--- config.mk ---
export PLATFORM = sky130hd
export DESIGN_NAME = bounded_ordered_list_engine_top
export DESIGN_NICKNAME = d
export VERILOG_FILES = /design/src/rtl/bole_pkg.sv /design/src/rtl/bounded_ordered_list_engine_top.sv /design/src/rtl/bole_front.sv /design/src/rtl/bole_cmd_fifo.sv /design/src/rtl/bole_back.sv
export SDC_FILE = /design/constraint.sdc
export NUM_CORES = 1
export LEC_CHECK = 0
export BUFFER_PORTS_ARGS = -buffer_cell sky130_fd_sc_hd__buf_2
export CORE_MARGIN = 2
export CORE_UTILIZATION = 49
export DETAILED_ROUTE_END_ITERATION = 12
export PLACE_DENSITY = 0.67
export SYNTH_ARGS = -nofsm -noshare
export SYNTH_HDL_FRONTEND = slang
export SYNTH_SLANG_ARGS = --single-unit
--- constraint.sdc ---
create_clock -name clk -period 6.4 [get_ports clk]
set_input_delay 0 -clock clk [delete_from_list [all_inputs] [get_ports clk]]
set_output_delay 0 -clock clk [all_outputs]
set_load 0.02 [all_outputs]
--- src/rtl/bole_pkg.sv ---
// shared types, constants and helpers for the ordered list engine
// no dependencies
package bole_pkg;

  localparam int CAPACITY  = 16;
  localparam int MAX_ITEM  = 15;
  localparam int SLOT_W    = $clog2(CAPACITY);
  localparam int COUNT_W   = $clog2(CAPACITY + 1);
  localparam int ITEM_W    = 4;
  localparam int TABLE_W   = 8;
  localparam int POS_W     = 5;
  localparam int REQ_W     = 3;
  localparam int STATUS_W  = 3;
  localparam int CLASS_W   = 2;
  localparam int QDEPTH    = 2;

  localparam logic [REQ_W-1:0] REQ_INS_HEAD = 3'd0;
  localparam logic [REQ_W-1:0] REQ_INS_TAIL = 3'd1;
  localparam logic [REQ_W-1:0] REQ_INS_POS  = 3'd2;
  localparam logic [REQ_W-1:0] REQ_REM_HEAD = 3'd3;
  localparam logic [REQ_W-1:0] REQ_REM_TAIL = 3'd4;
  localparam logic [REQ_W-1:0] REQ_REM_POS  = 3'd5;
  localparam logic [REQ_W-1:0] REQ_CLEAR    = 3'd6;
  localparam logic [REQ_W-1:0] REQ_UNUSED   = 3'd7;

  localparam logic [STATUS_W-1:0] ST_OK       = 3'd0;
  localparam logic [STATUS_W-1:0] ST_ITEM_BAD = 3'd1;
  localparam logic [STATUS_W-1:0] ST_POS_BAD  = 3'd2;
  localparam logic [STATUS_W-1:0] ST_EMPTY    = 3'd3;
  localparam logic [STATUS_W-1:0] ST_FULL     = 3'd4;

  localparam logic [CLASS_W-1:0] CLS_NONE = 2'd3;

  typedef enum logic [1:0] {OP_NONE, OP_INS, OP_REM, OP_CLEAR} op_t;

  // classified request handed from front to back
  typedef struct packed {
    op_t                 op;
    logic [COUNT_W-1:0]  steps;  // link hops from head to predecessor
    logic                at_head;
    logic [ITEM_W-1:0]   item;
    logic [TABLE_W-1:0]  table_id;
  } cmd_t;

  typedef struct packed {
    logic [STATUS_W-1:0] status;
    logic [ITEM_W-1:0]   item;
    logic [TABLE_W-1:0]  table_id;
    logic [CLASS_W-1:0]  course;
    logic [COUNT_W-1:0]  count;
  } res_t;

  function automatic logic [CLASS_W-1:0] course_of(input logic [ITEM_W-1:0] it);
    if (it >= 1 && it <= 5) return 2'd0;
    else if (it >= 6 && it <= 10) return 2'd1;
    else if (it >= 11 && it <= 15) return 2'd2;
    else return CLS_NONE;
  endfunction

endpackage

--- src/rtl/bounded_ordered_list_engine_top.sv ---
// top level of the ordered list engine: front end, command queue, back end
// depends on bole_pkg, bole_front, bole_cmd_fifo, bole_back
//
// Queue-style ports on both sides. A request is checked in the front end in
// the cycle it is pushed and queued; the back end walks the link chain one
// slot per cycle to the predecessor, then an insert links in a free slot and a
// remove unlinks its victim and then frees it; head requests skip the walk, and
// rejected requests and unused codes are answered as they are popped. After
// reset and after a clear the back end rebuilds the free chain over all
// CAPACITY slots, during which queued requests wait. The walk over the single
// link store sets rate; a new command is taken only when the last is done.
module bounded_ordered_list_engine_top (
  input  logic                          clk,
  input  logic                          rst_n,
  input  logic                          in_push,
  output logic                          in_full,
  input  logic [bole_pkg::REQ_W-1:0]    in_req_type,
  input  logic [bole_pkg::POS_W-1:0]    in_position,
  input  logic [bole_pkg::ITEM_W-1:0]   in_menu_item,
  input  logic [bole_pkg::TABLE_W-1:0]  in_table_id,
  output logic                          out_empty,
  input  logic                          out_pop,
  output logic [bole_pkg::STATUS_W-1:0] out_status,
  output logic [bole_pkg::ITEM_W-1:0]   out_entry_item,
  output logic [bole_pkg::TABLE_W-1:0]  out_entry_table,
  output logic [bole_pkg::CLASS_W-1:0]  out_course_class,
  output logic [bole_pkg::COUNT_W-1:0]  out_entry_count
);
  import bole_pkg::*;

  logic cmd_push, cmd_full, cmd_pop, cmd_empty, front_busy;
  cmd_t cmd_in, cmd_out;
  res_t res;

  bole_front u_front (
    .clk, .rst_n, .in_push, .in_full, .in_req_type, .in_position,
    .in_menu_item, .in_table_id,
    .cmd_full(cmd_full), .cmd_push(cmd_push), .cmd_data(cmd_in), .busy(front_busy)
  );

  bole_cmd_fifo u_fifo (
    .clk, .rst_n, .wr_en(cmd_push), .wr_data(cmd_in), .full(cmd_full),
    .rd_en(cmd_pop), .rd_data(cmd_out), .empty(cmd_empty)
  );

  bole_back u_back (
    .clk, .rst_n, .cmd_empty(cmd_empty), .cmd_data(cmd_out), .cmd_pop(cmd_pop),
    .out_empty, .out_pop, .res(res)
  );

  assign out_status       = res.status;
  assign out_entry_item   = res.item;
  assign out_entry_table  = res.table_id;
  assign out_course_class = res.course;
  assign out_entry_count  = res.count;

`ifndef SYNTHESIS
  a_count_bound: assert property (@(posedge clk) disable iff (!rst_n)
    !out_empty |-> out_entry_count <= COUNT_W'(CAPACITY))
    else $error("entry count above capacity");
  a_fail_zero: assert property (@(posedge clk) disable iff (!rst_n)
    (!out_empty && out_status != ST_OK) |-> (out_entry_item == '0 &&
      out_course_class == CLS_NONE))
    else $error("failed request reports an entry");
  a_no_pop_idle: assert property (@(posedge clk) disable iff (!rst_n)
    cmd_pop |-> !cmd_empty)
    else $error("command popped from empty queue");
  a_front_idle: assert property (@(posedge clk) disable iff (!rst_n)
    !front_busy)
    else $error("front end busy");
`endif

endmodule

--- src/rtl/bole_front.sv ---
// front end: accepts requests, checks them against the tracked count and
// queues a command for the back end for each of them; uses bole_pkg
module bole_front (
  input  logic                          clk,
  input  logic                          rst_n,
  input  logic                          in_push,
  output logic                          in_full,
  input  logic [bole_pkg::REQ_W-1:0]    in_req_type,
  input  logic [bole_pkg::POS_W-1:0]    in_position,
  input  logic [bole_pkg::ITEM_W-1:0]   in_menu_item,
  input  logic [bole_pkg::TABLE_W-1:0]  in_table_id,
  input  logic                          cmd_full,
  output logic                          cmd_push,
  output bole_pkg::cmd_t                cmd_data,
  output logic                          busy
);
  import bole_pkg::*;

  // count as it will stand after all queued work; front owns it
  logic [COUNT_W-1:0] count_r, count_nxt;
  cmd_t               c;
  logic               ins, rem, pos_bad;
  logic [COUNT_W-1:0] pos_ext;

  assign in_full = cmd_full;
  assign busy    = 1'b0;
  assign pos_ext = COUNT_W'(in_position);

  always_comb begin
    ins     = 1'b0;
    rem     = 1'b0;
    pos_bad = 1'b0;
    c.op       = OP_NONE;
    c.steps    = '0;
    c.at_head  = 1'b1;
    c.item     = in_menu_item;
    c.table_id = in_table_id;
    count_nxt  = count_r;
    case (in_req_type)
      REQ_INS_HEAD: ins = 1'b1;
      REQ_INS_TAIL: begin
        ins = 1'b1;
        c.at_head = (count_r == '0);
        c.steps   = count_r - COUNT_W'(1);
      end
      REQ_INS_POS: begin
        ins = 1'b1;
        if (in_position > 5'd1) begin
          if (pos_ext <= count_r) begin
            c.at_head = 1'b0;
            c.steps   = pos_ext - COUNT_W'(2);
          end else pos_bad = 1'b1;
        end
      end
      REQ_REM_HEAD: rem = 1'b1;
      REQ_REM_TAIL: begin
        rem = 1'b1;
        c.at_head = (count_r <= COUNT_W'(1));
        c.steps   = count_r - COUNT_W'(2);
      end
      REQ_REM_POS: begin
        rem = 1'b1;
        if (in_position > 5'd1) begin
          if (pos_ext <= count_r) begin
            c.at_head = 1'b0;
            c.steps   = pos_ext - COUNT_W'(2);
          end else pos_bad = 1'b1;
        end
      end
      REQ_CLEAR: begin
        c.op = OP_CLEAR;
        count_nxt = '0;
      end
      default: ;
    endcase
    // every request goes through the queue so results stay ordered;
    // failed checks travel as OP_NONE with the status in item
    if (ins) begin
      if (pos_bad) c.item = ITEM_W'(ST_POS_BAD);
      else if (in_menu_item < 1 || 32'(in_menu_item) > MAX_ITEM)
        c.item = ITEM_W'(ST_ITEM_BAD);
      else if (count_r >= COUNT_W'(CAPACITY)) c.item = ITEM_W'(ST_FULL);
      else begin
        c.op = OP_INS;
        count_nxt = count_r + COUNT_W'(1);
      end
    end else if (rem) begin
      if (pos_bad) c.item = ITEM_W'(ST_POS_BAD);
      else if (count_r == '0) c.item = ITEM_W'(ST_EMPTY);
      else begin
        c.op = OP_REM;
        count_nxt = count_r - COUNT_W'(1);
      end
    end else if (c.op == OP_NONE) begin
      c.item = ITEM_W'(ST_OK);
    end
  end

  assign cmd_push = in_push && !cmd_full;
  assign cmd_data = c;

  always_ff @(posedge clk) begin
    if (!rst_n) count_r <= '0;
    else if (cmd_push) count_r <= count_nxt;
  end

endmodule

--- src/rtl/bole_cmd_fifo.sv ---
// short command queue between front and back end; uses bole_pkg
module bole_cmd_fifo (
  input  logic           clk,
  input  logic           rst_n,
  input  logic           wr_en,
  input  bole_pkg::cmd_t wr_data,
  output logic           full,
  input  logic           rd_en,
  output bole_pkg::cmd_t rd_data,
  output logic           empty
);
  import bole_pkg::*;

  localparam int PW = $clog2(QDEPTH);

  cmd_t            mem_r [QDEPTH];
  logic [PW-1:0]   wp_r, rp_r;
  logic [PW:0]     cnt_r;

  assign full    = (cnt_r == (PW+1)'(QDEPTH));
  assign empty   = (cnt_r == '0);
  assign rd_data = mem_r[rp_r];

  always_ff @(posedge clk) begin
    if (wr_en && !full) mem_r[wp_r] <= wr_data;
  end

  always_ff @(posedge clk) begin
    if (!rst_n) begin
      wp_r  <= '0;
      rp_r  <= '0;
      cnt_r <= '0;
    end else begin
      if (wr_en && !full) wp_r <= wp_r + PW'(1);
      if (rd_en && !empty) rp_r <= rp_r + PW'(1);
      cnt_r <= cnt_r + (PW+1)'(wr_en && !full) - (PW+1)'(rd_en && !empty);
    end
  end

endmodule

--- src/rtl/bole_back.sv ---
// back end: walks the link chain and edits the slot store, one hop per cycle;
// holds one finished result in an output register; uses bole_pkg
module bole_back (
  input  logic                     clk,
  input  logic                     rst_n,
  input  logic                     cmd_empty,
  input  bole_pkg::cmd_t           cmd_data,
  output logic                     cmd_pop,
  output logic                     out_empty,
  input  logic                     out_pop,
  output bole_pkg::res_t           res
);
  import bole_pkg::*;

  typedef enum logic [2:0] {S_IDLE, S_WALK, S_EDIT, S_REM2, S_CLR} state_t;

  state_t              state_r;
  cmd_t                cmd_r;
  logic [ITEM_W-1:0]   slot_item_r  [CAPACITY];
  logic [TABLE_W-1:0]  slot_table_r [CAPACITY];
  logic [SLOT_W-1:0]   slot_link_r  [CAPACITY];
  logic [SLOT_W-1:0]   head_r, free_r, cur_r, victim_r;
  logic [COUNT_W-1:0]  hop_r, count_r;
  logic [SLOT_W:0]     clr_r;
  logic                res_v_r;
  res_t                res_r;
  logic                out_free;
  logic                res_set;

  assign out_free  = !res_v_r || out_pop;
  assign out_empty = !res_v_r;
  assign res       = res_r;
  assign cmd_pop   = (state_r == S_IDLE) && !cmd_empty && out_free;
  // a result word is finished this cycle
  assign res_set   = (cmd_pop && (cmd_data.op == OP_NONE || cmd_data.op == OP_CLEAR)) ||
                     (state_r == S_EDIT && cmd_r.op == OP_INS) || (state_r == S_REM2);

  always_ff @(posedge clk) begin
    if (!rst_n) begin
      state_r <= S_CLR;
      clr_r   <= '0;
      head_r  <= '0;
      free_r  <= '0;
      count_r <= '0;
      res_v_r <= 1'b0;
    end else begin
      if (res_set) res_v_r <= 1'b1;
      else if (out_pop) res_v_r <= 1'b0;
      case (state_r)
        // rebuild the free chain, one slot per cycle
        S_CLR: begin
          slot_link_r[clr_r[SLOT_W-1:0]] <= clr_r[SLOT_W-1:0] + SLOT_W'(1);
          clr_r <= clr_r + (SLOT_W+1)'(1);
          if (clr_r == (SLOT_W+1)'(CAPACITY - 1)) state_r <= S_IDLE;
        end
        S_IDLE: begin
          if (cmd_pop) begin
            cmd_r <= cmd_data;
            cur_r <= head_r;
            hop_r <= '0;
            case (cmd_data.op)
              OP_NONE: begin
                res_r.status   <= STATUS_W'(cmd_data.item);
                res_r.item     <= '0;
                res_r.table_id <= '0;
                res_r.course   <= CLS_NONE;
                res_r.count    <= count_r;
              end
              OP_CLEAR: begin
                res_r.status   <= ST_OK;
                res_r.item     <= '0;
                res_r.table_id <= '0;
                res_r.course   <= CLS_NONE;
                res_r.count    <= '0;
                head_r  <= '0;
                free_r  <= '0;
                count_r <= '0;
                clr_r   <= '0;
                state_r <= S_CLR;
              end
              default: state_r <= cmd_data.at_head ? S_EDIT : S_WALK;
            endcase
          end
        end
        S_WALK: begin
          if (hop_r == cmd_r.steps) state_r <= S_EDIT;
          else begin
            cur_r <= slot_link_r[cur_r];
            hop_r <= hop_r + COUNT_W'(1);
          end
        end
        S_EDIT: begin
          if (cmd_r.op == OP_INS) begin
            slot_item_r[free_r]  <= cmd_r.item;
            slot_table_r[free_r] <= cmd_r.table_id;
            free_r <= slot_link_r[free_r];
            if (cmd_r.at_head) begin
              slot_link_r[free_r] <= head_r;
              head_r <= free_r;
            end else begin
              slot_link_r[free_r] <= slot_link_r[cur_r];
              slot_link_r[cur_r]  <= free_r;
            end
            count_r        <= count_r + COUNT_W'(1);
            res_r.status   <= ST_OK;
            res_r.item     <= cmd_r.item;
            res_r.table_id <= cmd_r.table_id;
            res_r.course   <= course_of(cmd_r.item);
            res_r.count    <= count_r + COUNT_W'(1);
            state_r        <= S_IDLE;
          end else begin
            if (cmd_r.at_head) begin
              victim_r <= head_r;
              head_r   <= slot_link_r[head_r];
            end else begin
              victim_r <= slot_link_r[cur_r];
              slot_link_r[cur_r] <= slot_link_r[slot_link_r[cur_r]];
            end
            state_r <= S_REM2;
          end
        end
        S_REM2: begin
          slot_link_r[victim_r] <= free_r;
          free_r         <= victim_r;
          count_r        <= count_r - COUNT_W'(1);
          res_r.status   <= ST_OK;
          res_r.item     <= slot_item_r[victim_r];
          res_r.table_id <= slot_table_r[victim_r];
          res_r.course   <= course_of(slot_item_r[victim_r]);
          res_r.count    <= count_r - COUNT_W'(1);
          state_r        <= S_IDLE;
        end
        default: state_r <= S_IDLE;
      endcase
    end
  end

endmodule

# Word-level counts from Yosys, hierarchy flattened

Memory sizes are Yosys's and may differ from the RTL's. A register that Yosys moved wholly into a read port is not among the register bits.
Cells that the tools add are included.

Bitwise gates (word level): 3
Muxes and demuxes: 114
$add $sub $neg: 13
Reductions and logical operators: 42
Equality and inequality tests: 24
Order comparisons: 15

Operator list:

| operator                                                                             | count |
|---|---|
| 4-bit 2-to-1 mux                                                                     | 30 |
| 22-bit one-hot mux with 3 select lines                                               | 1 |
| 5-bit 2-to-1 mux                                                                     | 13 |
| 22-bit 2-to-1 mux                                                                    | 2 |
| 22-bit one-hot mux with 2 select lines                                               | 1 |
| 1-bit 2-to-1 mux                                                                     | 39 |
| 2-bit 2-to-1 mux                                                                     | 14 |
| 5-bit by 1-bit adder with 5-bit output (second input constant)                       | 4 |
| 5-bit one-hot mux with 2 select lines                                                | 2 |
| 6-bit one-hot mux with 3 select lines                                                | 1 |
| 4-bit one-hot mux with 2 select lines                                                | 2 |
| 4-bit AND reduction                                                                  | 4 |
| 5-bit one-hot mux with 3 select lines                                                | 1 |
| 3-bit by 2-bit == test with 1-bit output (second input constant)                     | 4 |
| 3-bit == test (second input constant)                                                | 4 |
| 6-bit 2-to-1 mux                                                                     | 2 |
| 3-bit one-hot mux with 4 select lines                                                | 1 |
| 4-bit one-hot mux with 3 select lines                                                | 1 |
| 1-bit logical AND                                                                    | 11 |
| 5-bit by 1-bit subtractor with 5-bit output (second input constant)                  | 2 |
| 5-bit by 2-bit subtractor with 5-bit output (second input constant)                  | 2 |
| 3-bit 2-to-1 mux                                                                     | 3 |
| 3-bit AND reduction                                                                  | 3 |
| 4-bit by 1-bit greater-or-equal comparator with 1-bit output (second input constant) | 2 |
| 35 further kinds                                                                     | 62 |

Word-level logic and storage cells: 238
Input port bits: 24
Bits in registers: 86
Memories kept: 4
Output and inout port bits: 24
RAM bits: 296

Memory list:

| memory              | words | bits a word | read ports | clocked after Yosys merged registers in | wr ports | RTL line            | RTL |
|---|---|---|---|---|---|---|---|
| u_back.slot_table_r | 16    | 8           | 1          | 1                                       | 1        | bole_back.sv:20     | `logic [TABLE_W-1:0] slot_table_r [CAPACITY];` |
| u_back.slot_item_r  | 16    | 4           | 1          | 1                                       | 1        | bole_back.sv:19     | `logic [ITEM_W-1:0] slot_item_r [CAPACITY];` |
| u_back.slot_link_r  | 16    | 4           | 4          | 3                                       | 2        | bole_back.sv:21     | `logic [SLOT_W-1:0] slot_link_r [CAPACITY];` |
| u_fifo.mem_r        | 2     | 20          | 1          | 1                                       | 1        | bole_cmd_fifo.sv:16 | `cmd_t mem_r [QDEPTH];` |

# Depth between registers and ports, before layout

Gate-level depths: netlist of run 1.

Word-level depth: 9
Mapped depth: 13

# By module

From an unflattened synthesis of run 1, not the netlist that was laid out.

Cell total of the unflattened synthesis: 1345
Area, all modules: 19590.0 µm²

Modules (own cells, without submodules):

| module        | times used | sequential area each (µm²) | cells an instance | area each (µm²) |
|---|---|---|---|---|
| bole_back     | 1          | 10099.7                    | 1090              | 16706.0 |
| bole_cmd_fifo | 1          | 1301.2                     | 88                | 1697.9 |
| bole_front    | 1          | 100.1                      | 167               | 1186.1 |

# Least setup slack after synthesis of run 1

Ideal clock, no wire load.

Path kind: reg-to-reg
Start point: reg u_back.state_r[2]
End point: reg u_back.cmd_r[0] in the netlist's numbering (enable)
Clock period less this slack: 3332 ps
Setup slack: 3068 ps
Cell stages (with the launch flop): 4
Path buffers: 1
Data arrival time: 2884 ps
Cells stage by stage: dfxtp_1 > clkbuf_1 > or3_1 > nor4_1

Word-level cells in the longest chain between the ends: 4

Ends and longest elaborated chain:

| element                                | RTL line                         | RTL |
|---|---|---|
| start: declaration                     | bole_back.sv:17                  | `state_t state_r;` |
| start signal: assignment               | bole_back.sv:81                  | `default: state_r <= cmd_data.at_head ? S_EDIT : S_WALK;` |
| 3-bit logical NOT *                    | bole_back.sv:33, bole_back.sv:49 |  |
| 1-bit logical AND (2 in a row)         | bole_back.sv:33                  | `assign cmd_pop = (state_r == S_IDLE) && !cmd_empty && out_free;` |
| 3-bit AND reduction (no source line) * | -                                |  |
| end signal: assignment                 | bole_back.sv:58                  | `cmd_r <= cmd_data;` |
| end: declaration                       | bole_back.sv:18                  | `cmd_t cmd_r;` |

Mark *: on every way between the ends. The rest lies on a longest branch, timed or not.
A chain may end at the register's enable or synchronous reset.

==> results of run 1 <==
## through the flow
| stage | util [%] | hold slack (ps) | power (mW) | worst slack, ps | instance area (µm²) |
|---|---|---|---|---|---|
| 4_1_cts | 55.6 | 1.27 | 5.58 | 2250 | 21400 |
| 2_1_floorplan | - | 98.9 | 3.11 | 3070 | 19100 |
| 5_1_grt | 55.6 | 38.7 | 5.71 | 1830 | 21400 |
| 3_3_place_gp | 51.6 | 188 | 3.18 | 2290 | 19900 |
| 3_5_place_dp | 51.6 | 197 | 3.19 | 2240 | 19900 |
| 6_report | 55.6 | 23.2 | 5.54 | 2190 | 21400 |
## worst register-to-register path: cells and delay by family, from the launching register on
| kind | cells | cell delay, ps |
|---|---|---|
| mux | 3 | 870 |
| flops | 1 | 790 |
| simple gates | 3 | 1330 |
| compound gates | 2 | 1100 |
## flip-flops by register name, summed over array words and instances, names as in the netlist, named ones only
register,flops
u_back.clr_r,5
u_back.cmd_r,20
u_back.count_r,5
u_back.cur_r,4
u_back.free_r,4
u_back.head_r,4
u_back.hop_r,5
u_back.res,22
u_back.res_v_r,1
u_back.slot_item_r,64
u_back.slot_link_r,64
u_back.slot_table_r,128
u_back.state_r,3
u_back.victim_r,4
u_fifo.cnt_r,2
u_fifo.mem_r,40
u_fifo.rp_r,1
u_fifo.wp_r,1
u_front.count_r,5
## final cells by class
type | count | share of cell area (%)
sequential | 399 | 53.7
multi-input combinational | 852 | 33.7
inverter | 34 | 0.595
clock buffer | 51 | 5.11
tap | 518 | 3.02
clock inverter | 26 | 1.21
timing repair buffer | 87 | 2.71
## placed cells by master (no fill, tap or decap), types with 31 or more instances in the layout
| cell | synthesis | layout |
|---|---|---|
| edfxtp_1 | 351 | 351 |
| nor2_1 | 156 | 148 |
| mux4_2 | 116 | 116 |
| nand2_1 | 79 | 79 |
| a21oi_1 | 80 | 79 |
| nand3_1 | 54 | 54 |
| buf_2 | 4 | 47 |
| dfxtp_1 | 48 | 46 |
| o21ai_0 | 45 | 45 |
| clkbuf_16 | 0 | 42 |
| mux2_2 | 34 | 34 |
| inv_1 | 33 | 33 |
| mux2i_1 | 31 | 31 |
## cell families (layout without fill, tap and decap cells)
family | after synthesis | in the layout | share of synthesized area [%]
flops | 399 | 399 | 60.2
simple gates | 387 | 387 | 9.28
compound gates | 231 | 231 | 7.86
mux | 191 | 191 | 17.9
buf+inv | 107 | 198 | 2.31
fa+ha+maj | 23 | 23 | 1.49
xor+xnor | 20 | 20 | 0.918
## metal layers
| metal | part of all wire, % | global-route usage [%] | vias up |
|---|---|---|---|
| met2 | 49 | 38.8 | 566 |
| met4 | 2.4 | 7.12 | 2 |
| li1 | - | - | 5450 |
| met3 | 7.6 | 3.87 | 85 |
| met1 | 41 | 33.5 | 6221 |
| met5 | 0.019 | 0 | - |
## power by group through the flow
stage | registers [mW] | logic (mW) | clock network [mW]
finish | 2.88 | 0.266 | 2.40
CTS | 2.88 | 0.265 | 2.44
detailed placement | 2.93 | 0.255 | 0
global route | 2.88 | 0.297 | 2.54
global placement | 2.93 | 0.246 | 0
floorplan | 2.92 | 0.183 | 0
## how the worst min path moves through the flow
stage                    startpoint             endpoint  slack, ps  cells past startpoint
finish               in_position[4]  u_fifo.mem_r[0][17]         20                      3
CTS                 in_menu_item[1]   u_fifo.mem_r[1][9]          1                      4
floorplan            in_table_id[0]   u_fifo.mem_r[0][0]        100                      0
global route         in_position[4]  u_fifo.mem_r[0][17]         40                      3
detailed placement   in_table_id[5]   u_fifo.mem_r[1][5]        200                      1
global placement     in_table_id[1]   u_fifo.mem_r[0][1]        190                      1
==> results by group, run 1 <==
Synthesis
  • YS warnings: 0
  • Synthesized cell area: 0.0191 mm²
  • Number of flops mapped to enable cells by yosys: 351
  • Cell with the most instances after synthesis: edfxtp_1
  • Post-synth net total: 1404
  • Most used flip-flop cell after synthesis: edfxtp_1
  • Ys async rst share: 0%
  • Yosys reg bits: 399
  • Area leader, netlist: edfxtp_1
  • Post-synth top area share: 55.2%
  • Post-synthesis sequential area ratio: 60.2%
  • Mean Syn Cell Area: 14.1 µm²
  • Distinct cell type count after synthesis: 72
  • Top post-synthesis cells by area: edfxtp_1 (55%), mux4_2 (14%), dfxtp_1 (5.0%)
  • Commonest cells post-synth: edfxtp_1 (351), nor2_1 (156), mux4_2 (116)
  • Mapped Cells: 1358

Worst setup path
  • Crit-path max cell delay: 800 ps
  • Slowest cell on the critical path: o41ai_4
  • Buf+Inv Stages, Crit Path: 0
  • Crit Path Max Fanout: 27
  • Cell Chain, Critical Path: mux4_2 > mux2i_1 > nand2_1 > nand2_1 > nand2_1 > a32o_1 > o41ai_4 > mux2_2
  • Crit path required time: 6830 ps
  • Cell repeated most along the worst path: nand2_1
  • Startpoint types: flip-flop
  • CP Depth: 8
  • Reg2reg path depth: 8
  • Endpoint type of the worst setup path: flip-flop
  • Delay-heaviest family, CP: simple AND/OR/NAND/NOR gates
  • R2r setup slk: 2190 ps
  • End of the worst register-to-register path: u_back.slot_link_r[0][3]
  • Critical Path End: u_back.slot_link_r[0][3]
  • CP arrival: 4640 ps
  • Critical path class: reg2reg

Place
  • Port Buffer Count: 47
  • Gpl congestion: 0.933
  • HPWL after detailed placement: 31900 µm
  • # placed instances: 1872

Global routing
  • First-pass GRT wire length: 73600 µm
  • Number of global-route vias before repair: 12100
  • Total track usage: 23.9%
  • Initial antenna violation count: 1
  • Remaining Overflow, GRT: 0
  • Largest net degree at the start of global routing: 49

Layout
  • Fillers: 3119
  • Final net count: 1462
  • Multi-input logic area: 0.00723 mm²
  • Sequential Area: 0.0115 mm²
  • Synthesis-to-finish area growth: 12.3%
  • Inserted Diodes: 0
  • Layout cells sized above 1: 21.2%
  • Non-filler instance count after layout: 1967

Clock network
  • Hold buffer count at cts: 18
  • Max Root-Sink Buffers: 3
  • H-tree depth: 2
  • Clk slew on worst S/H paths: 60 ps
  • Post-cts resize count: 0
  • Root Driver: clkbuf_16
  • Cts bufs inserted: 42
  • Clk_lat worst skew: 570 ps
  • TritonCTS clock tree: done
  • Postcts setup bufs: 0
  • CTS sink count: 399

Detailed routing
  • Final Routed Wirelength: 48000 µm
  • Initial DRT Pass Iterations: 7
  • WL/cell: 24.4 µm
  • DRT antenna net count: 0
  • Number of vias per cell: 6.27
  • Initial DRC count: 1154
  • Drt drc: 0
  • Vias: 12300

Die
  • Die Y-Extent: 201 µm
  • Initial core utilization: 49.5%
  • I/O pins: 48
  • Die area: 0.0406 mm²
  • FP Rows: 72
  • Chip Width: 201 µm
  • CORE AREA: 0.0386 mm²

STA
  • Tcrit/Tclk final: 65.8%
  • Final Max Tran Viols: 0
  • Setup TNS: 0 ps
  • RSZ-0062 raised after global routing: no
  • Tightest Pin Transition: 1220 ps
  • Clock skew: 19.7 ps
  • Hold Violations, Final: 0
  • Slew margin rel.: 18.0%
  • FMAX: 0.238 GHz
  • Final setup viols: 0
  • Fin crit period: 4210 ps

Status
  • Status: completed

Pwr
  • Comb power frac: 4.8%
  • PwrDens: 259 mW/mm²
  • Peak supply drop: 0.000215 V
  • Leakage: 7.01 nW
  • Switching share of total power: 21.4%
  • Clk pwr share: 43.3%
  • Reg power frac: 51.9%
  • P_sw: 1.19 mW
  • Internal: 4.35 mW

Hold path
  • Min-Delay Path Class: in2reg

Job
  • Max cap viols: 0
(Power assumes the default switching activity.)
==> run 2, diff against run 1 <==
clock period = 4.4 ns   (was 6.4 ns; I/O delays follow)
==> run 2 against run 1 <==
Effect of this change: clock power rose by 43%; setup slack worse by 1600 ps; sequential share of layout area shrank 0.23 points; register-to-register slack got worse by 1600 ps; sequential power is 45% higher; final area up 0.43%; combinational power up 50%; cell count up 0.81%; first-iteration DRC count up 18%; global-route usage increased by 0.32 points; largest power group unchanged.
==> results by group, run 2 (synthesis gave the netlist of run 1 again) <==
Pwr
  • Total power: 8.00 mW (+44%)
  • Peak supply drop: 0.000333 V (+55%)
  • PwrDens: 372 mW/mm² (+44%)
  • Leakage: 7.11 nW (+1.4%)

STA
  • Setup TNS: 0 ps (unchanged)
  • Tightest Pin Transition: 1080 ps (-138 ps)
  • Final Max Tran Viols: 0 (unchanged)
  • FMAX: 0.262 GHz (+10%)
  • Hold Violations, Final: 0 (unchanged)
  • Final worst setup slack: 580 ps (-1610 ps)
  • Hold_ws: 52.5 ps (+29.3 ps)
  • Slew margin rel.: 27.1% (+9.1 points)
  • Clock skew: 27.5 ps (+7.86 ps)
  • RSZ-0062 raised after global routing: no
  • Tcrit/Tclk final: 86.8% (+21 points)
  • Fin crit period: 3820 ps (-389 ps)
  • Final setup viols: 0 (unchanged)

Clock network
  • Clk_lat worst skew: 580 ps (about the same)
  • H-tree depth: 2 (unchanged)
  • Postcts setup bufs: 0 (unchanged)
  • TritonCTS clock tree: done
  • CTS sink count: 399 (unchanged)
  • Max Root-Sink Buffers: 3 (unchanged)
  • Root Driver: clkbuf_16
  • Cts bufs inserted: 41 (-2.4%)
  • Clk slew on worst S/H paths: 60 ps (about the same)

Job
  • Max cap viols: 0 (unchanged)

Die
  • I/O pins: 48 (unchanged)
  • Die Y-Extent: 201 µm (unchanged)
  • Initial core utilization: 49.5% (unchanged)
  • CORE AREA: 0.0386 mm² (unchanged)
  • Die area: 0.0406 mm² (unchanged)
  • Chip Width: 201 µm (unchanged)
  • FP Rows: 72 (unchanged)

Layout
  • Inserted Diodes: 0 (unchanged)
  • Largest register FFs: 128 (unchanged)
  • Most common cell after layout, fill and taps aside: edfxtp_1
  • Synthesis-to-finish area growth: 12.8%
  • Design area: 0.0215 mm² (+0.43%)
  • Final net count: 1478 (+1.1%)
  • Most flops, register: u_back.slot_table_r
  • Most frequent cells in the layout: edfxtp_1 (351), nor2_1 (156), mux4_2 (116), nand2_1 (79), a21oi_1 (79)
  • Largest regs: u_back.slot_table_r (128), u_back.slot_item_r (64), u_back.slot_link_r (64)
  • Non-filler instance count after layout: 1983 (+0.81%)
  • Layout cells sized above 1: 21.8% (+0.59 points)
  • Final Core Density: 55.9% (+0.24 points)

Place
  • Gpl congestion: 1.01 (+8.5%)
  • # placed instances: 1888 (+0.85%)
  • HPWL after detailed placement: 33000 µm (+3.7%)
  • DP Area: 0.0200 mm² (+0.43%)
  • Port Buffer Count: 47 (unchanged)
  • Place WS: 647 ps (-1600 ps)

Detailed routing
  • WL/cell: 24.7 µm (+1.1%)
  • Vias: 12400 (+0.76%)
  • Initial DRT Pass Iterations: 5 (-2)
  • Final Routed Wirelength: 48900 µm (+2.0%)
  • Number of vias per cell: 6.26 (about the same)
  • DRT antenna net count: 0 (unchanged)
  • Drt drc: 0 (unchanged)
  • Initial DRC count: 1360 (+18%)

Global routing
  • Total track usage: 24.2% (+0.32 points)
  • Number of global-route vias before repair: 12200 (+0.57%)
  • Initial antenna violation count: 0 (-1)
  • GRT busiest layer: met2
  • GR Util met2: 39.5% (+0.79 points)
  • Remaining Overflow, GRT: 0 (unchanged)
  • Routing usage on met3: 4.11% (+0.24 points)
  • Grt met1 use: 33.2% (-0.30 points)
  • First-pass GRT wire length: 74200 µm (+0.75%)
  • Largest net degree at the start of global routing: 36 (-27%)

Worst setup path
  • Startpoint types: flip-flop
  • R2r setup slk: 580 ps (-1610 ps)
  • Endpoint type of the worst setup path: flip-flop
  • Critical path class: reg2reg
  • Crit-path max cell delay: 700 ps (-100 ps)
  • Cell Chain, Critical Path: buf_4 > mux4_2 > mux4_2 > nand3b_1 > nand3b_1 > and4_4 > a32oi_4 > a21oi_1
  • Buf+Inv Stages, Crit Path: 1 (+1)
  • Delay-heaviest family, CP: multiplexers
  • CP arrival: 4090 ps (-550 ps)
  • Crit path required time: 4670 ps (-2160 ps)
  • Crit Path Max Fanout: 16 (-41%)
  • Slowest cell on the critical path: a32oi_4

Status
  • Status: completed

Hold path
  • Min-Delay Path Class: in2reg
  • Worst Min Path Start: in_position[4]
-- run 2: cell count changes in the layout (fill, tap and decap cells not counted), moves of 2 or more --
cell	previous run	this run
clkinv_1	12	9
bufinv_16	4	2
buf_4	22	38
nor3_4	4	1
nor2_1	148	156
nor2_2	9	1
clkinvlp_4	1	4
nor3_2	0	3
-- run 2: worst paths after layout --
path                                    to  depth (start not counted)
hold reg to reg            u_back.clr_r[4]                          2
hold / removal         u_fifo.mem_r[1][17]                          3
setup / recovery  u_back.slot_link_r[7][1]                          8
setup reg to reg  u_back.slot_link_r[7][1]                          8
-- run 2: timing repair --
item,CTS,global route
endpoints found under the hold margin,45,0
gates resized for setup,0,0
setup endpoints to repair,0,0
hold buffers,19,0
-- run 2: per-layer routing --
layer	part of all wire (%)	up-vias
li1	-	5483
met1	40	6183
met2	48	647
met3	9.2	105
met4	3.2	0
met5	0	-
-- run 2: worst reg2reg max path, stage by stage (launching register included) --
cell,delay (ps)
dfxtp_1,560
buf_4,290
mux4_2,530
mux4_2,620
nand3b_1,240
nand3b_1,180
and4_4,210
a32oi_4,700
a21oi_1,180
-- run 2: final cells by class --
| type | count | area, µm² |
|---|---|---|
| Tap cell | 518 | 648 |
| Clock inverter | 24 | 221 |
| Timing Repair Buffer | 104 | 711 |
| Clock buffer | 52 | 1130 |
| Fill cell | 3124 | 17000 |
| Multi-Input combinational cell | 852 | 7190 |
| Inverter | 34 | 128 |
| Sequential cell | 399 | 11500 |
-- run 2: power by group --
part | switching, mW | leakage (nW) | internal, mW | total, mW
combinational | 0.241 | 2.90 | 0.158 | 0.399
sequential | 0.0338 | 3.56 | 4.15 | 4.19
clock | 1.46 | 0.647 | 1.96 | 3.42
total | 1.73 | 7.11 | 6.27 | 8.00
==> run 3, diff against run 2 <==
CTS_CLUSTER_SIZE = 28   (was unset)
SYNTH_HIERARCHICAL = 1   (was unset)
==> run 3 against run 2 <==
Effect of this change: worst hold slack worse by 23 ps; final area rose by 1.8%; total power is 2.1% higher; flip-flop and latch count stayed put; fmax rose by 3.4%; critical path type unchanged.
==> results by group, run 3 <==
Detailed routing
  • Initial DRC count: 1026 (-25%)
  • DRT antenna net count: 0 (unchanged)
  • WL/cell: 24.8 µm (+0.45%)
  • Final Routed Wirelength: 48800 µm (-0.26%)
  • Initial DRT Pass Iterations: 5 (unchanged)
  • Number of vias per cell: 6.21 (-0.81%)
  • Vias: 12200 (-1.5%)
  • Drt drc: 0 (unchanged)

STA
  • Setup TNS: 0 ps (unchanged)
  • Final Max Tran Viols: 0 (unchanged)
  • Final setup viols: 0 (unchanged)
  • Tcrit/Tclk final: 84.0% (-2.9 points)
  • RSZ-0062 raised after global routing: no
  • FMAX: 0.271 GHz (+3.4%)
  • Fin crit period: 3690 ps (-126 ps)
  • Slew margin rel.: 28.5% (+1.4 points)
  • Clock skew: 30.5 ps (+2.95 ps)
  • Tightest Pin Transition: 1070 ps (-12.5 ps)
  • Hold Violations, Final: 0 (unchanged)

Synthesis
  • YS warnings: 6 (+6)
  • Synthesized cell area: 0.0196 mm² (+2.5%)
  • Mean Syn Cell Area: 14.6 µm² (+3.7%)
  • Mapped Cells: 1343 (-1.1%)
  • Post-synth net total: 1388 (-1.1%)

Clock network
  • Postcts setup bufs: 0 (unchanged)
  • Cts bufs inserted: 41 (unchanged)
  • H-tree depth: 2 (unchanged)
  • Max Root-Sink Buffers: 3 (unchanged)
  • Clk_lat worst skew: 580 ps (about the same)
  • CTS sink count: 399 (unchanged)
  • Clk slew on worst S/H paths: 60 ps (about the same)
  • TritonCTS clock tree: done
  • Post-cts resize count: 0 (unchanged)
  • Root Driver: clkbuf_16

Global routing
  • First-pass GRT wire length: 74200 µm (about the same)
  • Initial antenna violation count: 0 (unchanged)
  • Largest net degree at the start of global routing: 38 (+5.6%)
  • Remaining Overflow, GRT: 0 (unchanged)
  • Number of global-route vias before repair: 12100 (-0.83%)
  • Total track usage: 24.0% (-0.25 points)

Layout
  • Design area: 0.0219 mm² (+1.8%)
  • Largest register FFs: 128 (unchanged)
  • Inserted Diodes: 0 (unchanged)
  • Largest regs: u_back/slot_table_r (128), u_back/slot_item_r (64), u_back/slot_link_r (64)
  • Fillers: 3192 (+2.2%)
  • Layout cells sized above 1: 25.6% (+3.8 points)
  • Sequential Area: 0.0115 mm² (unchanged)
  • Most frequent cells in the layout: edfxtp_1 (351), mux4_2 (114), nor2_1 (96), nand2_1 (91), mux2_2 (78)
  • Multi-input logic area: 0.00754 mm² (+4.8%)
  • Final net count: 1456 (-1.5%)
  • Synthesis-to-finish area growth: 12.0%
  • Most common cell after layout, fill and taps aside: edfxtp_1
  • Most flops, register: u_back/slot_table_r

Place
  • HPWL after detailed placement: 33200 µm (+0.62%)
  • Port Buffer Count: 47 (unchanged)
  • DP Area: 0.0204 mm² (+1.9%)
  • Gpl congestion: 0.929 (-8.2%)

Die
  • Chip Width: 204 µm (+1.2%)
  • Die area: 0.0416 mm² (+2.5%)
  • Die Y-Extent: 204 µm (+1.2%)
  • FP Rows: 73 (+1.4%)
  • I/O pins: 48 (unchanged)
  • Initial core utilization: 49.5% (about the same)
  • CORE AREA: 0.0395 mm² (+2.6%)

Worst setup path
  • Startpoint types: flip-flop
  • Critical path class: reg2reg
  • Endpoint type of the worst setup path: flip-flop
  • R2r setup slk: 710 ps (+130 ps)
  • Crit Path Max Fanout: 16 (unchanged)
  • CP arrival: 4120 ps (+30 ps)
  • Crit path required time: 4820 ps (+150 ps)

Pwr
  • Peak supply drop: 0.000309 V (-7.3%)
  • Total power: 8.17 mW (+2.1%)
  • Comb power frac: 5.3% (+0.3 points)
  • P_sw: 1.74 mW (+0.44%)
  • Switching share of total power: 21.3% (-0.36 points)
  • PwrDens: 373 mW/mm² (+0.29%)
  • Leakage: 7.25 nW (+2.0%)
  • Clk pwr share: 43.1% (+0.4 points)
  • Reg power frac: 51.6% (-0.7 points)
  • Internal: 6.43 mW (+2.6%)

Status
  • Status: completed

Job
  • Max cap viols: 0 (unchanged)

Hold path
  • Min-Delay Path Class: in2reg
-- run 3: critical path: stages, from the launching register on --
cell     delay (ps)
dfxtp_1         640
mux4_2          570
a22oi_1         200
nand3_1         420
and3_1          410
a22o_1          240
o41ai_4         760
mux2_2          300
-- run 3: stage by stage --
stage / setup WS, ps / util [%] / hold slack (ps) / std cells
floorplan: 1300 / - / 122 / 1343
global placement: 811 / 51.5 / 189 / 1874
detailed placement: 759 / 51.5 / 194 / 1874
CTS: 725 / 55.5 / 17.5 / 1969
global route: 510 / 55.5 / 105 / 1969
finish: 705 / 55.5 / 29.9 / 1969
-- run 3: final timing paths --
path,to,depth (start not counted),startpoint
max,u_back/slot_link_r[15][3],7,flip-flop
min,u_fifo/mem_r[0][17],4,in_position[2]
max reg2reg,u_back/slot_link_r[15][3],7,flip-flop
min reg2reg,u_back/clr_r[4],2,u_back/clr_r[4]
-- run 3: metal layers --
metal / vias to the layer above / global-route usage, % / part of all wire [%]
li1: 5459 / - / -
met1: 6199 / 32.7 / 41
met2: 477 / 39.2 / 49
met3: 96 / 3.79 / 6.8
met4: 0 / 8.60 / 3.2
met5: - / 0 / 0
-- run 3: area by class of cell --
type / instances / area share, %
Sequential cell: 399 / 52.5
Clock buffer: 56 / 5.03
Inverter: 32 / 0.548
Tap cell: 525 / 3.00
Clock inverter: 20 / 1.22
Timing Repair Buffer: 108 / 3.38
Multi-Input combinational cell: 829 / 34.4
-- run 3: power groups by stage --
stage	combinational, mW	clock (mW)	sequential [mW]
after floorplan	0.317	0	4.27
after global placement	0.405	0	4.29
after detailed placement	0.415	0	4.30
after CTS	0.432	3.58	4.22
after global routing	0.481	3.73	4.22
final	0.434	3.52	4.22
-- run 3: what timing repair did --
item                                    CTS  global route
endpoints found under the setup margin    0             0
hold buffers                             19             0
hold endpoints to repair                 51             0
